File: src/pf_pkg.sv
`timescale 1ns / 1ps
package pf_pkg;

  localparam int VALUE_BITS  = 31;
  localparam int EXP_BITS    = 5;
  localparam int DIV_BITS    = (VALUE_BITS + 1) / 2 + 1;
  localparam int SQ_BITS     = 2 * DIV_BITS;
  localparam int SQ_PAD      = SQ_BITS - VALUE_BITS;
  localparam int VALUE_PAD   = VALUE_BITS - DIV_BITS;
  localparam int MAX_RESULTS = 9;
  localparam int CNT_BITS    = $clog2(MAX_RESULTS + 1);
  localparam int STEP_BITS   = $clog2(VALUE_BITS);
  localparam int QUEUE_DEPTH = 2;
  localparam int QPTR_BITS   = $clog2(QUEUE_DEPTH);
  localparam int QCNT_BITS   = $clog2(QUEUE_DEPTH + 1);

  localparam logic [EXP_BITS-1:0]   EXP_MAX    = '1;
  localparam logic [DIV_BITS-1:0]   FIRST_DIV  = DIV_BITS'(2);
  localparam logic [DIV_BITS-1:0]   SECOND_DIV = DIV_BITS'(3);
  localparam logic [DIV_BITS-1:0]   DIV_STRIDE = DIV_BITS'(2);
  localparam logic [VALUE_BITS-1:0] MIN_VALUE  = VALUE_BITS'(2);
  localparam logic [VALUE_BITS-1:0] UNIT_VALUE = VALUE_BITS'(1);
  localparam logic [STEP_BITS-1:0]  LAST_STEP  = STEP_BITS'(VALUE_BITS - 1);
  localparam logic [CNT_BITS-1:0]   CNT_LIMIT  = CNT_BITS'(MAX_RESULTS);
  localparam logic [QCNT_BITS-1:0]  QUEUE_FULL = QCNT_BITS'(QUEUE_DEPTH);

  typedef logic [VALUE_BITS-1:0] value_t;

  typedef struct packed {
    logic   valid;
    value_t number;
  } pf_item_t;

  typedef enum logic [2:0] {
    ST_IDLE,
    ST_SQUARE,
    ST_TEST,
    ST_DIVIDE,
    ST_DECIDE,
    ST_EMIT,
    ST_TAIL,
    ST_FLUSH
  } pf_state_t;

endpackage

File: src/pf_front.sv
`timescale 1ns / 1ps
`default_nettype none
module pf_front (
  input  wire logic                       in_valid,
  output logic                            in_stall,
  input  wire logic [pf_pkg::VALUE_BITS-1:0] in_number,
  input  wire logic                       q_full,
  output pf_pkg::pf_item_t                push
);

  // drop values below two: they have no factors
  assign in_stall    = q_full;
  assign push.valid  = in_valid && !q_full && (in_number >= pf_pkg::MIN_VALUE);
  assign push.number = in_number;

endmodule
`default_nettype wire

File: src/pf_queue.sv
`timescale 1ns / 1ps
`default_nettype none
module pf_queue (
  input  wire logic              clk,
  input  wire logic              rst_n,
  input  wire pf_pkg::pf_item_t  push,
  input  wire logic              pop,
  output pf_pkg::pf_item_t       head,
  output logic                   full
);

  pf_pkg::value_t                      mem_r [pf_pkg::QUEUE_DEPTH];
  logic [pf_pkg::QPTR_BITS-1:0]        wr_ptr_r, wr_ptr_nxt;
  logic [pf_pkg::QPTR_BITS-1:0]        rd_ptr_r, rd_ptr_nxt;
  logic [pf_pkg::QCNT_BITS-1:0]        count_r, count_nxt;

  always_comb begin
    wr_ptr_nxt = push.valid ? wr_ptr_r + 1'b1 : wr_ptr_r;
    rd_ptr_nxt = pop ? rd_ptr_r + 1'b1 : rd_ptr_r;
    count_nxt  = count_r;
    if (push.valid && !pop) begin
      count_nxt = count_r + 1'b1;
    end else if (pop && !push.valid) begin
      count_nxt = count_r - 1'b1;
    end
  end

  always_ff @(posedge clk) begin
    if (!rst_n) begin
      wr_ptr_r <= '0;
      rd_ptr_r <= '0;
      count_r  <= '0;
    end else begin
      wr_ptr_r <= wr_ptr_nxt;
      rd_ptr_r <= rd_ptr_nxt;
      count_r  <= count_nxt;
    end
  end

  always_ff @(posedge clk) begin
    if (push.valid) begin
      mem_r[wr_ptr_r] <= push.number;
    end
  end

  assign head.valid  = (count_r != '0);
  assign head.number = mem_r[rd_ptr_r];
  assign full        = (count_r == pf_pkg::QUEUE_FULL);

endmodule
`default_nettype wire

File: src/pf_back.sv
`timescale 1ns / 1ps
`default_nettype none
module pf_back (
  input  wire logic                           clk,
  input  wire logic                           rst_n,
  input  wire pf_pkg::pf_item_t               head,
  output logic                                pop,
  output logic                                out_valid,
  input  wire logic                           out_stall,
  output logic [pf_pkg::VALUE_BITS-1:0]       out_prime_factor,
  output logic [pf_pkg::EXP_BITS-1:0]         out_exponent,
  output logic                                out_last_factor
);

  pf_pkg::pf_state_t                state_r, state_nxt;
  pf_pkg::value_t                   rest_r, rest_nxt;
  logic [pf_pkg::DIV_BITS-1:0]      div_r, div_nxt;
  logic [pf_pkg::SQ_BITS-1:0]       sq_r, sq_nxt;
  pf_pkg::value_t                   quo_r, quo_nxt;
  logic [pf_pkg::DIV_BITS:0]        rem_r, rem_nxt;
  logic [pf_pkg::STEP_BITS-1:0]     step_r, step_nxt;
  logic [pf_pkg::EXP_BITS-1:0]      exp_r, exp_nxt;
  logic [pf_pkg::CNT_BITS-1:0]      cnt_r, cnt_nxt;
  logic                             pend_valid_r, pend_valid_nxt;
  pf_pkg::value_t                   pend_prime_r, pend_prime_nxt;
  logic [pf_pkg::EXP_BITS-1:0]      pend_exp_r, pend_exp_nxt;
  logic                             out_valid_r, out_valid_nxt;
  pf_pkg::value_t                   out_prime_r, out_prime_nxt;
  logic [pf_pkg::EXP_BITS-1:0]      out_exp_r, out_exp_nxt;
  logic                             out_last_r, out_last_nxt;

  logic                             out_free;
  logic                             test_go;
  logic                             tail_take;
  logic [pf_pkg::DIV_BITS:0]        rem_sh;
  logic                             rem_ge;
  logic [pf_pkg::DIV_BITS-1:0]      div_step;
  logic [pf_pkg::SQ_BITS-1:0]       rest_wide;
  logic [pf_pkg::EXP_BITS-1:0]      exp_inc;
  pf_pkg::value_t                   div_wide;

  function automatic logic [pf_pkg::SQ_BITS-1:0] SQ_BITS_MUL(
    input logic [pf_pkg::DIV_BITS-1:0] d
  );
    logic [pf_pkg::SQ_BITS-1:0] dw;
    dw = {{pf_pkg::DIV_BITS{1'b0}}, d};
    return dw * dw;
  endfunction

  assign out_free  = !out_valid_r || !out_stall;
  assign rest_wide = {{pf_pkg::SQ_PAD{1'b0}}, rest_r};
  assign test_go   = (sq_r <= rest_wide) && (cnt_r < pf_pkg::CNT_LIMIT);
  assign tail_take = (rest_r > pf_pkg::UNIT_VALUE) && (cnt_r < pf_pkg::CNT_LIMIT);
  assign rem_sh    = {rem_r[pf_pkg::DIV_BITS-1:0], quo_r[pf_pkg::VALUE_BITS-1]};
  assign rem_ge    = rem_sh >= {1'b0, div_r};
  assign div_step  = (div_r == pf_pkg::FIRST_DIV) ? pf_pkg::SECOND_DIV
                                                  : div_r + pf_pkg::DIV_STRIDE;
  assign exp_inc   = (exp_r == pf_pkg::EXP_MAX) ? exp_r : exp_r + 1'b1;
  assign div_wide  = {{pf_pkg::VALUE_PAD{1'b0}}, div_r};

  always_comb begin
    state_nxt = state_r;
    case (state_r)
      pf_pkg::ST_IDLE: begin
        if (head.valid) begin
          state_nxt = pf_pkg::ST_SQUARE;
        end
      end
      pf_pkg::ST_SQUARE: begin
        state_nxt = pf_pkg::ST_TEST;
      end
      pf_pkg::ST_TEST: begin
        state_nxt = test_go ? pf_pkg::ST_DIVIDE : pf_pkg::ST_TAIL;
      end
      pf_pkg::ST_DIVIDE: begin
        if (step_r == pf_pkg::LAST_STEP) begin
          state_nxt = pf_pkg::ST_DECIDE;
        end
      end
      pf_pkg::ST_DECIDE: begin
        if (rem_r == '0) begin
          state_nxt = pf_pkg::ST_DIVIDE;
        end else if (exp_r != '0) begin
          state_nxt = pf_pkg::ST_EMIT;
        end else begin
          state_nxt = pf_pkg::ST_SQUARE;
        end
      end
      pf_pkg::ST_EMIT: begin
        if (!pend_valid_r || out_free) begin
          state_nxt = pf_pkg::ST_SQUARE;
        end
      end
      pf_pkg::ST_TAIL: begin
        if (!tail_take || !pend_valid_r || out_free) begin
          state_nxt = pf_pkg::ST_FLUSH;
        end
      end
      pf_pkg::ST_FLUSH: begin
        if (!pend_valid_r || out_free) begin
          state_nxt = pf_pkg::ST_IDLE;
        end
      end
      default: begin
        state_nxt = pf_pkg::ST_IDLE;
      end
    endcase
  end

  always_comb begin
    pop            = 1'b0;
    rest_nxt       = rest_r;
    div_nxt        = div_r;
    sq_nxt         = sq_r;
    quo_nxt        = quo_r;
    rem_nxt        = rem_r;
    step_nxt       = step_r;
    exp_nxt        = exp_r;
    cnt_nxt        = cnt_r;
    pend_valid_nxt = pend_valid_r;
    pend_prime_nxt = pend_prime_r;
    pend_exp_nxt   = pend_exp_r;
    out_valid_nxt  = out_valid_r && out_stall;
    out_prime_nxt  = out_prime_r;
    out_exp_nxt    = out_exp_r;
    out_last_nxt   = out_last_r;
    case (state_r)
      pf_pkg::ST_IDLE: begin
        if (head.valid) begin
          pop            = 1'b1;
          rest_nxt       = head.number;
          div_nxt        = pf_pkg::FIRST_DIV;
          exp_nxt        = '0;
          cnt_nxt        = '0;
          pend_valid_nxt = 1'b0;
        end
      end
      pf_pkg::ST_SQUARE: begin
        sq_nxt = SQ_BITS_MUL(div_r);
      end
      pf_pkg::ST_TEST: begin
        if (test_go) begin
          quo_nxt  = rest_r;
          rem_nxt  = '0;
          step_nxt = '0;
        end
      end
      pf_pkg::ST_DIVIDE: begin
        rem_nxt  = rem_ge ? rem_sh - {1'b0, div_r} : rem_sh;
        quo_nxt  = {quo_r[pf_pkg::VALUE_BITS-2:0], rem_ge};
        step_nxt = step_r + 1'b1;
      end
      pf_pkg::ST_DECIDE: begin
        if (rem_r == '0) begin
          rest_nxt = quo_r;
          exp_nxt  = exp_inc;
          rem_nxt  = '0;
          step_nxt = '0;
        end else if (exp_r == '0) begin
          div_nxt = div_step;
        end
      end
      pf_pkg::ST_EMIT: begin
        if (!pend_valid_r || out_free) begin
          if (pend_valid_r) begin
            out_valid_nxt = 1'b1;
            out_prime_nxt = pend_prime_r;
            out_exp_nxt   = pend_exp_r;
            out_last_nxt  = 1'b0;
          end
          pend_valid_nxt = 1'b1;
          pend_prime_nxt = div_wide;
          pend_exp_nxt   = exp_r;
          cnt_nxt        = cnt_r + 1'b1;
          exp_nxt        = '0;
          div_nxt        = div_step;
        end
      end
      pf_pkg::ST_TAIL: begin
        if (tail_take && (!pend_valid_r || out_free)) begin
          if (pend_valid_r) begin
            out_valid_nxt = 1'b1;
            out_prime_nxt = pend_prime_r;
            out_exp_nxt   = pend_exp_r;
            out_last_nxt  = 1'b0;
          end
          pend_valid_nxt = 1'b1;
          pend_prime_nxt = rest_r;
          pend_exp_nxt   = pf_pkg::EXP_BITS'(1);
          cnt_nxt        = cnt_r + 1'b1;
        end
      end
      pf_pkg::ST_FLUSH: begin
        if (pend_valid_r && out_free) begin
          out_valid_nxt  = 1'b1;
          out_prime_nxt  = pend_prime_r;
          out_exp_nxt    = pend_exp_r;
          out_last_nxt   = 1'b1;
          pend_valid_nxt = 1'b0;
        end
      end
      default: begin
        pend_valid_nxt = 1'b0;
      end
    endcase
  end

  always_ff @(posedge clk) begin
    if (!rst_n) begin
      state_r      <= pf_pkg::ST_IDLE;
      pend_valid_r <= 1'b0;
      out_valid_r  <= 1'b0;
    end else begin
      state_r      <= state_nxt;
      pend_valid_r <= pend_valid_nxt;
      out_valid_r  <= out_valid_nxt;
    end
  end

  always_ff @(posedge clk) begin
    rest_r       <= rest_nxt;
    div_r        <= div_nxt;
    sq_r         <= sq_nxt;
    quo_r        <= quo_nxt;
    rem_r        <= rem_nxt;
    step_r       <= step_nxt;
    exp_r        <= exp_nxt;
    cnt_r        <= cnt_nxt;
    pend_prime_r <= pend_prime_nxt;
    pend_exp_r   <= pend_exp_nxt;
    out_prime_r  <= out_prime_nxt;
    out_exp_r    <= out_exp_nxt;
    out_last_r   <= out_last_nxt;
  end

  assign out_valid        = out_valid_r;
  assign out_prime_factor = out_prime_r;
  assign out_exponent     = out_exp_r;
  assign out_last_factor  = out_last_r;

endmodule
`default_nettype wire

File: src/prime_factorizer_top.sv
// Each number is factored by trial division with a serial divider: divisor 2, then odd
// divisors up to the square root of the remaining value, plus one more division per repeat of a factor.
// Worst case for a 31-bit prime is roughly 23170 trial divisors.
// Throughput: one number at a time in the serial divider; a two-beat queue feeds it.
// Reset: synchronous, active low; clears queue, engine state and output valid.
`timescale 1ns / 1ps
`default_nettype none
module prime_factorizer_top (
  input  wire logic                           clk,
  input  wire logic                           rst_n,
  input  wire logic                           in_valid,
  output logic                                in_stall,
  input  wire logic [pf_pkg::VALUE_BITS-1:0]  in_number,
  output logic                                out_valid,
  input  wire logic                           out_stall,
  output logic [pf_pkg::VALUE_BITS-1:0]       out_prime_factor,
  output logic [pf_pkg::EXP_BITS-1:0]         out_exponent,
  output logic                                out_last_factor
);

  pf_pkg::pf_item_t push_s;
  pf_pkg::pf_item_t head_s;
  logic             qfull_s;
  logic             pop_s;

  pf_front u_front (
    .in_valid  (in_valid),
    .in_stall  (in_stall),
    .in_number (in_number),
    .q_full    (qfull_s),
    .push      (push_s)
  );

  pf_queue u_queue (
    .clk   (clk),
    .rst_n (rst_n),
    .push  (push_s),
    .pop   (pop_s),
    .head  (head_s),
    .full  (qfull_s)
  );

  pf_back u_back (
    .clk              (clk),
    .rst_n            (rst_n),
    .head             (head_s),
    .pop              (pop_s),
    .out_valid        (out_valid),
    .out_stall        (out_stall),
    .out_prime_factor (out_prime_factor),
    .out_exponent     (out_exponent),
    .out_last_factor  (out_last_factor)
  );

  a_drop_small: assert property (@(posedge clk) disable iff (!rst_n)
    (in_valid && !in_stall && (in_number < pf_pkg::MIN_VALUE)) |-> !push_s.valid)
    else $error("value below two entered the queue");

  a_no_overflow: assert property (@(posedge clk) disable iff (!rst_n)
    push_s.valid |-> !qfull_s)
    else $error("push into full queue");

  a_pop_nonempty: assert property (@(posedge clk) disable iff (!rst_n)
    pop_s |-> head_s.valid)
    else $error("pop from empty queue");

  a_result_sane: assert property (@(posedge clk) disable iff (!rst_n)
    out_valid |-> ((out_exponent != '0) && (out_prime_factor >= pf_pkg::MIN_VALUE)))
    else $error("result beat with zero exponent or prime below two");

endmodule
`default_nettype wire

File: config.mk
export PLATFORM = sky130hd
export DESIGN_NAME = prime_factorizer_top
export DESIGN_NICKNAME = d
export VERILOG_FILES = /design/src/pf_pkg.sv /design/src/pf_front.sv /design/src/pf_queue.sv /design/src/pf_back.sv /design/src/prime_factorizer_top.sv
export SDC_FILE = /design/constraint.sdc
export NUM_CORES = 1
export LEC_CHECK = 0
export BUFFER_PORTS_ARGS = -buffer_cell sky130_fd_sc_hd__buf_2
export CAP_MARGIN = 20
export CORE_ASPECT_RATIO = 0.7
export CORE_MARGIN = 2
export CORE_UTILIZATION = 55
export DETAILED_ROUTE_END_ITERATION = 16
export PLACE_DENSITY_LB_ADDON = 0.15
export SLEW_MARGIN = 40
export SYNTH_ARGS = -nofsm -noshare
export SYNTH_HDL_FRONTEND = slang
export SYNTH_SLANG_ARGS = --single-unit
export TNS_END_PERCENT = 20
File: constraint.sdc
create_clock -name clk -period 6.07 [get_ports clk]
set_clock_uncertainty 0.05 [all_clocks]
set_input_delay 0.3035 -clock clk [delete_from_list [all_inputs] [get_ports clk]]
set_output_delay 0.3035 -clock clk [all_outputs]
set_load 0.03 [all_outputs]
; ---- Yosys cells after proc, flatten, opt, wreduce, memory -nomap -nowiden
; Memory sizes are Yosys's and may differ from the RTL's. A register that Yosys moved wholly into a read port is not among the register bits.
; Index checks and enable logic that the tools add are counted.
[op_classes]
eq_ne = 23
addsub = 9
muxes = 75
reduce_logical = 44
mul = 1
n_lt_le_gt_ge = 5
[ops]
columns = operator, count
row1 = $mux 31, 9
row2 = $pmux 31 s2, 3
row3 = $pmux 31 s3, 1
row4 = $mux 17, 5
row5 = $mux 5, 12
row6 = $mux 18, 3
row7 = $pmux 18 s3, 1
row8 = $pmux 17 s3, 1
row9 = $pmux 5 s3, 3
row10 = $le 34x31->1, 1
row11 = $mul 17x17->34, 1
row12 = $ge 31x2->1 const B, 1
row13 = $gt 31x1->1 const B, 1
row14 = $mux 3, 8
row15 = $pmux 3 s8, 1
row16 = $reduce_and 5->1, 4
row17 = $ge 18x17->1, 1
row18 = $logic_not 18->1, 1
row19 = $mux 1, 18
row20 = $ne 2x1->1 const B, 9
row21 = $sub 18x17->18, 1
row22 = $add 17x2->17 const B, 1
row23 = $eq 17x2->1 const B, 1
row24 = $eq 3x3->1 const B, 4
row25 = other kinds (29), 66
[totals]
ram_bits = 62
register_bits = 227
wordCells = 177
memories = 1
input_bits = 35
[memory_table]
columns = name, depth, word_bits, rd, rd_clocked_by_memory_dff, write_ports, line_no
row1 = u_queue.mem_r, 2, 31, 1, 1, 1, pf_queue.sv:12  ; pf_pkg::value_t mem_r [pf_pkg::QUEUE_DEPTH];

; ---- Longest topological paths before layout
; Gate-level depths: netlist (run 1).
[depth]
word_depth = 8
mapped_depth = 25
ltp_nobuf = 23

; ---- Modules after synthesis
; From an unflattened synthesis (run 1), not the netlist that was laid out.
[hier_totals]
hier_cells = 2031
hier_area_um2 = 21598.2
[by_module_without_submodules]
columns = mod, area_per_inst_um2, cells_each, seq_area_each_um2, instances
row1 = pf_back, 18830.6, 1869, 6616.3, 1
row2 = pf_queue, 2447.3, 118, 1961.9, 1
row3 = pf_front, 320.3, 44, 0.0, 1

; ---- Worst setup path after synthesis (run 1)
; OpenSTA, ideal clock, no wires.
[synth_timing]
path_kind = register to register
start = register u_back.div_r[2] in the netlist's numbering
end = register u_back.sq_r[27] in the netlist's numbering (data pin)
arrival_ns = 6.046
n_path_buf = 2
path_stages_with_launch = 22
t_required_ns = 5.762
path_slack_ns = -0.284
cell_sequence = edfxtp_1 > clkbuf_1 > buf_1 > nand2_1 > fa_1 > inv_1 > fa_1 > fa_1 > fa_1 > fa_1 > inv_1 > fa_1 > inv_1 > ha_1 > a21o_1 > a21o_1 > a221oi_2 > o211ai_1 > a211oi_1 > o31ai_1 > a21oi_1 > xnor2_1
[synth_via]
elab_chain_len = 1
[synth_lines]
columns = item, line_no
row1 = "start, declared", pf_back.sv:17  ; logic [pf_pkg::DIV_BITS-1:0] div_r, div_nxt;
row2 = "start signal, assigned", pf_back.sv:222  ; div_r <= div_nxt;
row3 = $mul 17x17->34, pf_back.sv:47  ; return dw * dw;
row4 = "end signal, assigned", pf_back.sv:223  ; sq_r <= sq_nxt;
row5 = "end, declared", pf_back.sv:18  ; logic [pf_pkg::SQ_BITS-1:0] sq_r, sq_nxt;
; No other way between the ends.
; A chain may end at the register's enable or synchronous reset.

; ---- Worst setup path after layout (run 1)
[layout_timing]
start = register u_back.div_r[4] in the netlist's numbering
end = register u_back.sq_r[32] in the netlist's numbering (data pin)
; Same word-level chain as after synthesis.

==> run_results.csv, run 1 <==
group,metric,value,unit
run_status,status,"complete, but fails checks",
run_status,violations,"setup timing",
drt,vias,15100,
synth,yosys.cell_types.count,77,
place,dp_hpwl,41.1,mm
timing,tightest_slew,0.824,ns
timing,hold_violations,0,
finish,fill_cells,2912,
drt,viasPerCell,5.59,
cts,cts-buffers-inserted,28,
die,die_w,239,um
synth,async_flop_share,0,%
synth,yosys.area.top_type_share,39.3,%
drt,drt-initial-drc-count,978,
timing,finalMaxSlewViolations,0,
timing,layout_setup_ws,-0.125,ns
drt,antenna_left,0,
timing,fin_crit_sh,102,%
synth,synth_common_cells,"inv_1 (330), edfxtp_1 (279), fa_1 (193), nand2_1 (169), ha_1 (163)",
die,io_pins,74,
finish,ff_latch_area,8580,um^2
finish,layout-drive-gt1-share,21.6,%
timing,max_slew_margin,45.0,%
finish,syn_to_final_growth,19.2,%
synth,syn_nets,2318,
synth,ys_warn_count,0,
worst_setup_path,end_kind,"flip-flop",
cts,cts_tree,"built",
synth,netlist_instances,1927,
die,core,38300,um^2
worst_setup_path,critical_path_arrival,6.45,ns
place,place_area,23400,um^2
die,start_util,55.6,%
timing,rsz0062_at_grt,"yes",
cts,clkLatencyLatePin,0.57,ns
place,gp_congestion,0.928,
global_routing,antenna_found_initial,1,
place,port_buffers,73,
synth,synth_edf_count,279,
cts,clock-root-buffer,"clkbuf_16",
hold_path,hp-class,"in2reg",
timing,setup_viol,3,
drt,avgRoutedWirePerCell,20.0,um
drt,drtPass1Iterations,5,
cts,clkTransAtPathRegs,0.08,ns
synth,synth_area,21300,um^2
synth,synthFlopType,"edfxtp_1",
drt,wl,54.1,mm
synth,ys_seq_area_share,40.3,%
worst_setup_path,critPathRequiredTime,6.33,ns
die,rows,60,
timing,fin_crit,6.19,ns
die,die_area,40300,um^2
global_routing,gr-total-overflow,0,
place,placedCellCount,2594,
global_routing,grt.total_usage,27.7,%
finish,multi_input_area,11700,um^2
drt,drc,0,
synth,ys_top_cells_by_area,"edfxtp_1 (39%), fa_1 (18%), ha_1 (9.6%)",
synth,synth_most_common_cell,"inv_1",
synth,synth_area_per_cell,11.1,um^2
cts,clk_path_buf_depth,3,
worst_setup_path,cp_max_fo,7,
flow_run,maxCapViolations,0,
worst_setup_path,critPathKind,"reg2reg",
global_routing,grt_start_max_net_pins,63,
timing,tns,-0.279,ns
cts,cts_max_level,1,
global_routing,grt_pass1_wl,85.7,mm
die,die_height,169,um
worst_setup_path,crit_path_start_kind,"flip-flop",
cts,cts_sinks,289,
finish,final_cell_area,25400,um^2
timing,hold_ws,0.0276,ns
finish,stdcell_count,2708,
synth,ys_seq_elements,289,
timing,fmax,161,MHz
global_routing,grt_pass1_vias,15500,
finish,num-nets-final,2581,
synth,yosysTopAreaCell,"edfxtp_1",
-- per-layer routing --
layer / wire (um) / track usage, %
met3: 4010 / 5.41
met5: 0 / 0
met1: 25000 / 40.8
met2: 24200 / 43.0
met4: 920 / 5.63
-- layout make-up --
type                    instances  share of cell area, %
diodes                          1                0.00986
multi-input cells            1232                   46.0
clock inverters                21                  0.675
clock buffers                  30                   2.87
inverters                     339                   5.07
repair buffers                300                   9.12
flip-flops and latches        289                   33.8
well taps                     496                   2.44
-- worst paths after layout --
kind	startpoint	endpoint	slack, ns	cells after the start
setup / recovery	u_back.div_r[4]	u_back.sq_r[32]	-0.12	22
hold / removal	rst_n	u_back.pend_valid_r	0.03	2
setup reg to reg	u_back.div_r[4]	u_back.sq_r[32]	-0.12	22
hold reg to reg	u_back.pend_prime_r[7]	u_back.out_prime_factor[7]	0.36	0
-- cells in the final DEF (no fill, tap or decap), types with 29 or more instances in the layout --
cell and instances:
inv_1 316, edfxtp_1 279, fa_1 183, buf_4 172, nand2_1 151, ha_1 148
nor2_1 131, o21ai_0 82, buf_2 73, xnor2_1 51, mux2i_1 46, a21oi_1 41
mux2_2 34, dlygate4sd3_1 32, a21o_1 31, clkbuf_16 29
-- through the flow --
step	util (%)	setup WS (ns)
6_report	66.3	-0.125
5_1_grt	66.3	-0.335
4_1_cts	66.1	-0.0458
3_5_place_dp	61.1	-0.387
3_3_place_gp	61.0	-0.317
2_1_floorplan	-	-0.0166
-- worst max-delay path, stage by stage (launching register included) --
cell and delay, ns:
edfxtp_1 0.47, buf_12 0.18, nand2_4 0.05, fa_1 0.48, buf_4 0.16, fa_1 0.52
inv_1 0.05, fa_1 0.47, fa_1 0.48, fa_1 0.50, inv_1 0.05, fa_1 0.54
inv_2 0.06, ha_4 0.28, nand4_1 0.19, nor2_2 0.16, nand2_1 0.07, o211ai_1 0.32
buf_4 0.20, o41ai_4 0.08, a211o_1 0.35, mux2i_1 0.15, nand3_1 0.08
-- state kept, by name, indices dropped and copies added, names as in the netlist, named ones only --
register / count
u_queue.mem_r: 62
u_back.out_valid: 1
u_back.exp_r: 5
u_back.step_r: 5
u_back.rem_r: 18
u_back.div_r: 17
u_back.rest_r: 31
u_back.out_prime_factor: 31
u_back.pend_exp_r: 5
u_back.pend_prime_r: 31
u_queue.count_r: 2
u_back.cnt_r: 4
u_queue.wr_ptr_r: 1
u_back.pend_valid_r: 1
u_queue.rd_ptr_r: 1
u_back.state_r: 3
u_back.sq_r: 33
u_back.out_exponent: 5
u_back.out_last_factor: 1
u_back.quo_r: 31
-- timing repair --
action,in CTS,in global routing
hold buffers,32,0
pin swaps,77,14
buffers inserted,28,2
setup endpoints to repair,8,15
hold endpoints to repair,63,0
gates resized for setup,109,21
-- cell families after synthesis --
group / Yosys count / synth area share [%]
simple gates: 478 / 10.3
buf+inv: 406 / 7.27
fa+ha+maj: 356 / 27.7
flops: 289 / 40.3
compound gates: 247 / 7.58
mux: 80 / 3.96
xor+xnor: 71 / 2.92
Power of run 1 is left out: the tool's default activity adds up to more than one toggle a clock period on the data nets, which glitch-free logic cannot reach.
==> run 2, diff against run 1 <==
--- a/config.mk
+++ b/config.mk
@@ -12,6 +12,7 @@
 export CORE_UTILIZATION = 55
 export DETAILED_ROUTE_END_ITERATION = 16
 export PLACE_DENSITY_LB_ADDON = 0.15
+export SETUP_SLACK_MARGIN = 0.5
 export SLEW_MARGIN = 40
 export SYNTH_ARGS = -nofsm -noshare
 export SYNTH_HDL_FRONTEND = slang
==> run_results.csv, run 2 (synthesized netlist as in run 1, its figures left out) <==
group,metric,value,unit
drt,viasPerCell,5.58,
die,die_height,169,um
flow_run,maxCapViolations,0,
timing,finalMaxSlewViolations,0,
worst_setup_path,cp_max_fo,4,
die,start_util,55.6,%
global_routing,grt.total_usage,27.3,%
timing,hold_violations,0,
global_routing,grt_pass1_wl,85.5,mm
timing,fmax,162,MHz
cts,cts_sinks,289,
finish,regMostFlops,"u_queue.mem_r",
cts,cts-buffers-inserted,28,
drt,wl,53.7,mm
drt,vias,15100,
place,gp_congestion,0.925,
place,dp_hpwl,40.9,mm
worst_setup_path,critPathRequiredTime,6.33,ns
cts,cts_max_level,1,
timing,layout_setup_ws,-0.0890,ns
finish,syn_to_final_growth,20.8,%
cts,clk_path_buf_depth,3,
cts,clkLatencyLatePin,0.55,ns
finish,final_common_cell,"inv_1",
global_routing,gr-total-overflow,0,
finish,final_cell_area,25700,um^2
worst_setup_path,critical_path_arrival,6.41,ns
die,rows,60,
timing,rsz0062_at_grt,"yes",
run_status,violations,"setup timing",
run_status,status,"complete, but fails checks",
cts,clock-root-buffer,"clkbuf_16",
worst_setup_path,crit_path_start_kind,"flip-flop",
finish,stdcell_count,2713,
global_routing,antenna_found_initial,1,
place,port_buffers,73,
finish,largest_reg_flops,62,
finish,fill_cells,2823,
timing,fin_crit,6.16,ns
global_routing,grt_pass1_vias,15500,
cts,cts_tree,"built",
place,place_area,23500,um^2
die,die_area,40300,um^2
cts,clkTransAtPathRegs,0.07,ns
worst_setup_path,end_kind,"flip-flop",
die,die_w,239,um
drt,drtPass1Iterations,5,
worst_setup_path,critPathKind,"reg2reg",
place,placedCellCount,2573,
place,pre_cts_slack,-0.180,ns
drt,antenna_left,0,
global_routing,grt_start_max_net_pins,65,
finish,final_cell_mix,"inv_1 (304), edfxtp_1 (279), fa_1 (175)",
hold_path,hp-class,"in2reg",
finish,num-nets-final,2585,
finish,layout-drive-gt1-share,23.4,%
timing,setup_viol,3,
die,core,38300,um^2
finish,largestRegisters,"u_queue.mem_r x62, u_back.sq_r x33",
timing,fin_crit_sh,101,%
drt,drc,0,
drt,avgRoutedWirePerCell,19.8,um
timing,tightest_slew,0.804,ns
die,io_pins,74,
timing,max_slew_margin,45.5,%
drt,drt-initial-drc-count,1209,
run 2: changes by cell type in the layout (fill, tap and decap cells not counted), moves of 4 or more:
cell      before  now
clkinv_1      10    3
a21oi_1       41   36
inv_6          5    1
buf_6         14   19
a21oi_2        5   10
inv_1        316  304
nor2_4         8   12
fa_1         183  175
inv_2         13   25
inv_8          0    4
buf_4        172  168
fa_2          10   18
buf_12         4   10
run 2: path summary, 6_finish.rpt:
kind / startpoint / end / slack (ns) / cells after the start
setup / recovery: u_back.div_r[15] / u_back.sq_r[30] / -0.09 / 21
hold / removal: rst_n / u_back.pend_valid_r / 0.03 / 2
setup reg to reg: u_back.div_r[15] / u_back.sq_r[30] / -0.09 / 21
hold reg to reg: u_back.pend_prime_r[28] / u_back.out_prime_factor[28] / 0.37 / 0
run 2: cell type report:
class                           instances  area [um^2]  share of cell area [%]
Multi-Input combinational cell       1232        11800                    45.8
Sequential cell                       289         8580                    33.4
Inverter                              339         1330                    5.17
Timing Repair inverter                  1         8.76                  0.0340
Clock buffer                           32          737                    2.86
Antenna cell                            1         2.50                 0.00973
Timing Repair Buffer                  303         2410                    9.35
Clock inverter                         20          256                   0.997
Tap cell                              496          621                    2.41
run 2: worst max-delay path: stages (launching register included):
cell and delay, ns:
edfxtp_1 0.54, inv_4 0.16, buf_12 0.12, nor2_4 0.04, fa_1 0.50, fa_1 0.53
fa_1 0.56, fa_2 0.45, fa_1 0.49, inv_1 0.05, fa_1 0.51, inv_2 0.05
ha_4 0.26, and4_4 0.21, and3_4 0.22, nand2_1 0.06, o211ai_1 0.25, buf_4 0.19
o41ai_4 0.09, a211o_1 0.33, buf_4 0.15, xnor2_1 0.11
run 2: timing repair:
item / 4_1_cts / 5_1_grt
endpoints found under the setup margin: 22 / 21
hold buffers: 31 / 0
gates resized for setup: 80 / 56
endpoints found under the hold margin: 62 / 0
gates cloned: 1 / 0
pin swaps: 81 / 54
buffers inserted: 44 / 11
run 2: through the flow:
step,util (%),setup TNS (ns),hold WS (ns)
after floorplan,-,0,0.350
after global placement,61.2,-0.438,0.353
after detailed placement,61.3,-0.571,0.356
after CTS,66.5,0,0.0110
after global routing,67.2,-1.33,0.0138
final,67.2,-0.211,0.0269
run 2: routing by layer:
metal / share of wire [%] / track usage (%) / routed length, um / vias up
met1: 46 / 41.5 / 24700 / 7545
met2: 45 / 41.9 / 24000 / 512
met5: 0.017 / 0 / 9 / -
li1: - / - / - / 7002
met3: 7.8 / 5.38 / 4210 / 64
met4: 1.4 / 3.94 / 728 / 2
Power of run 2 is left out for the same reason.
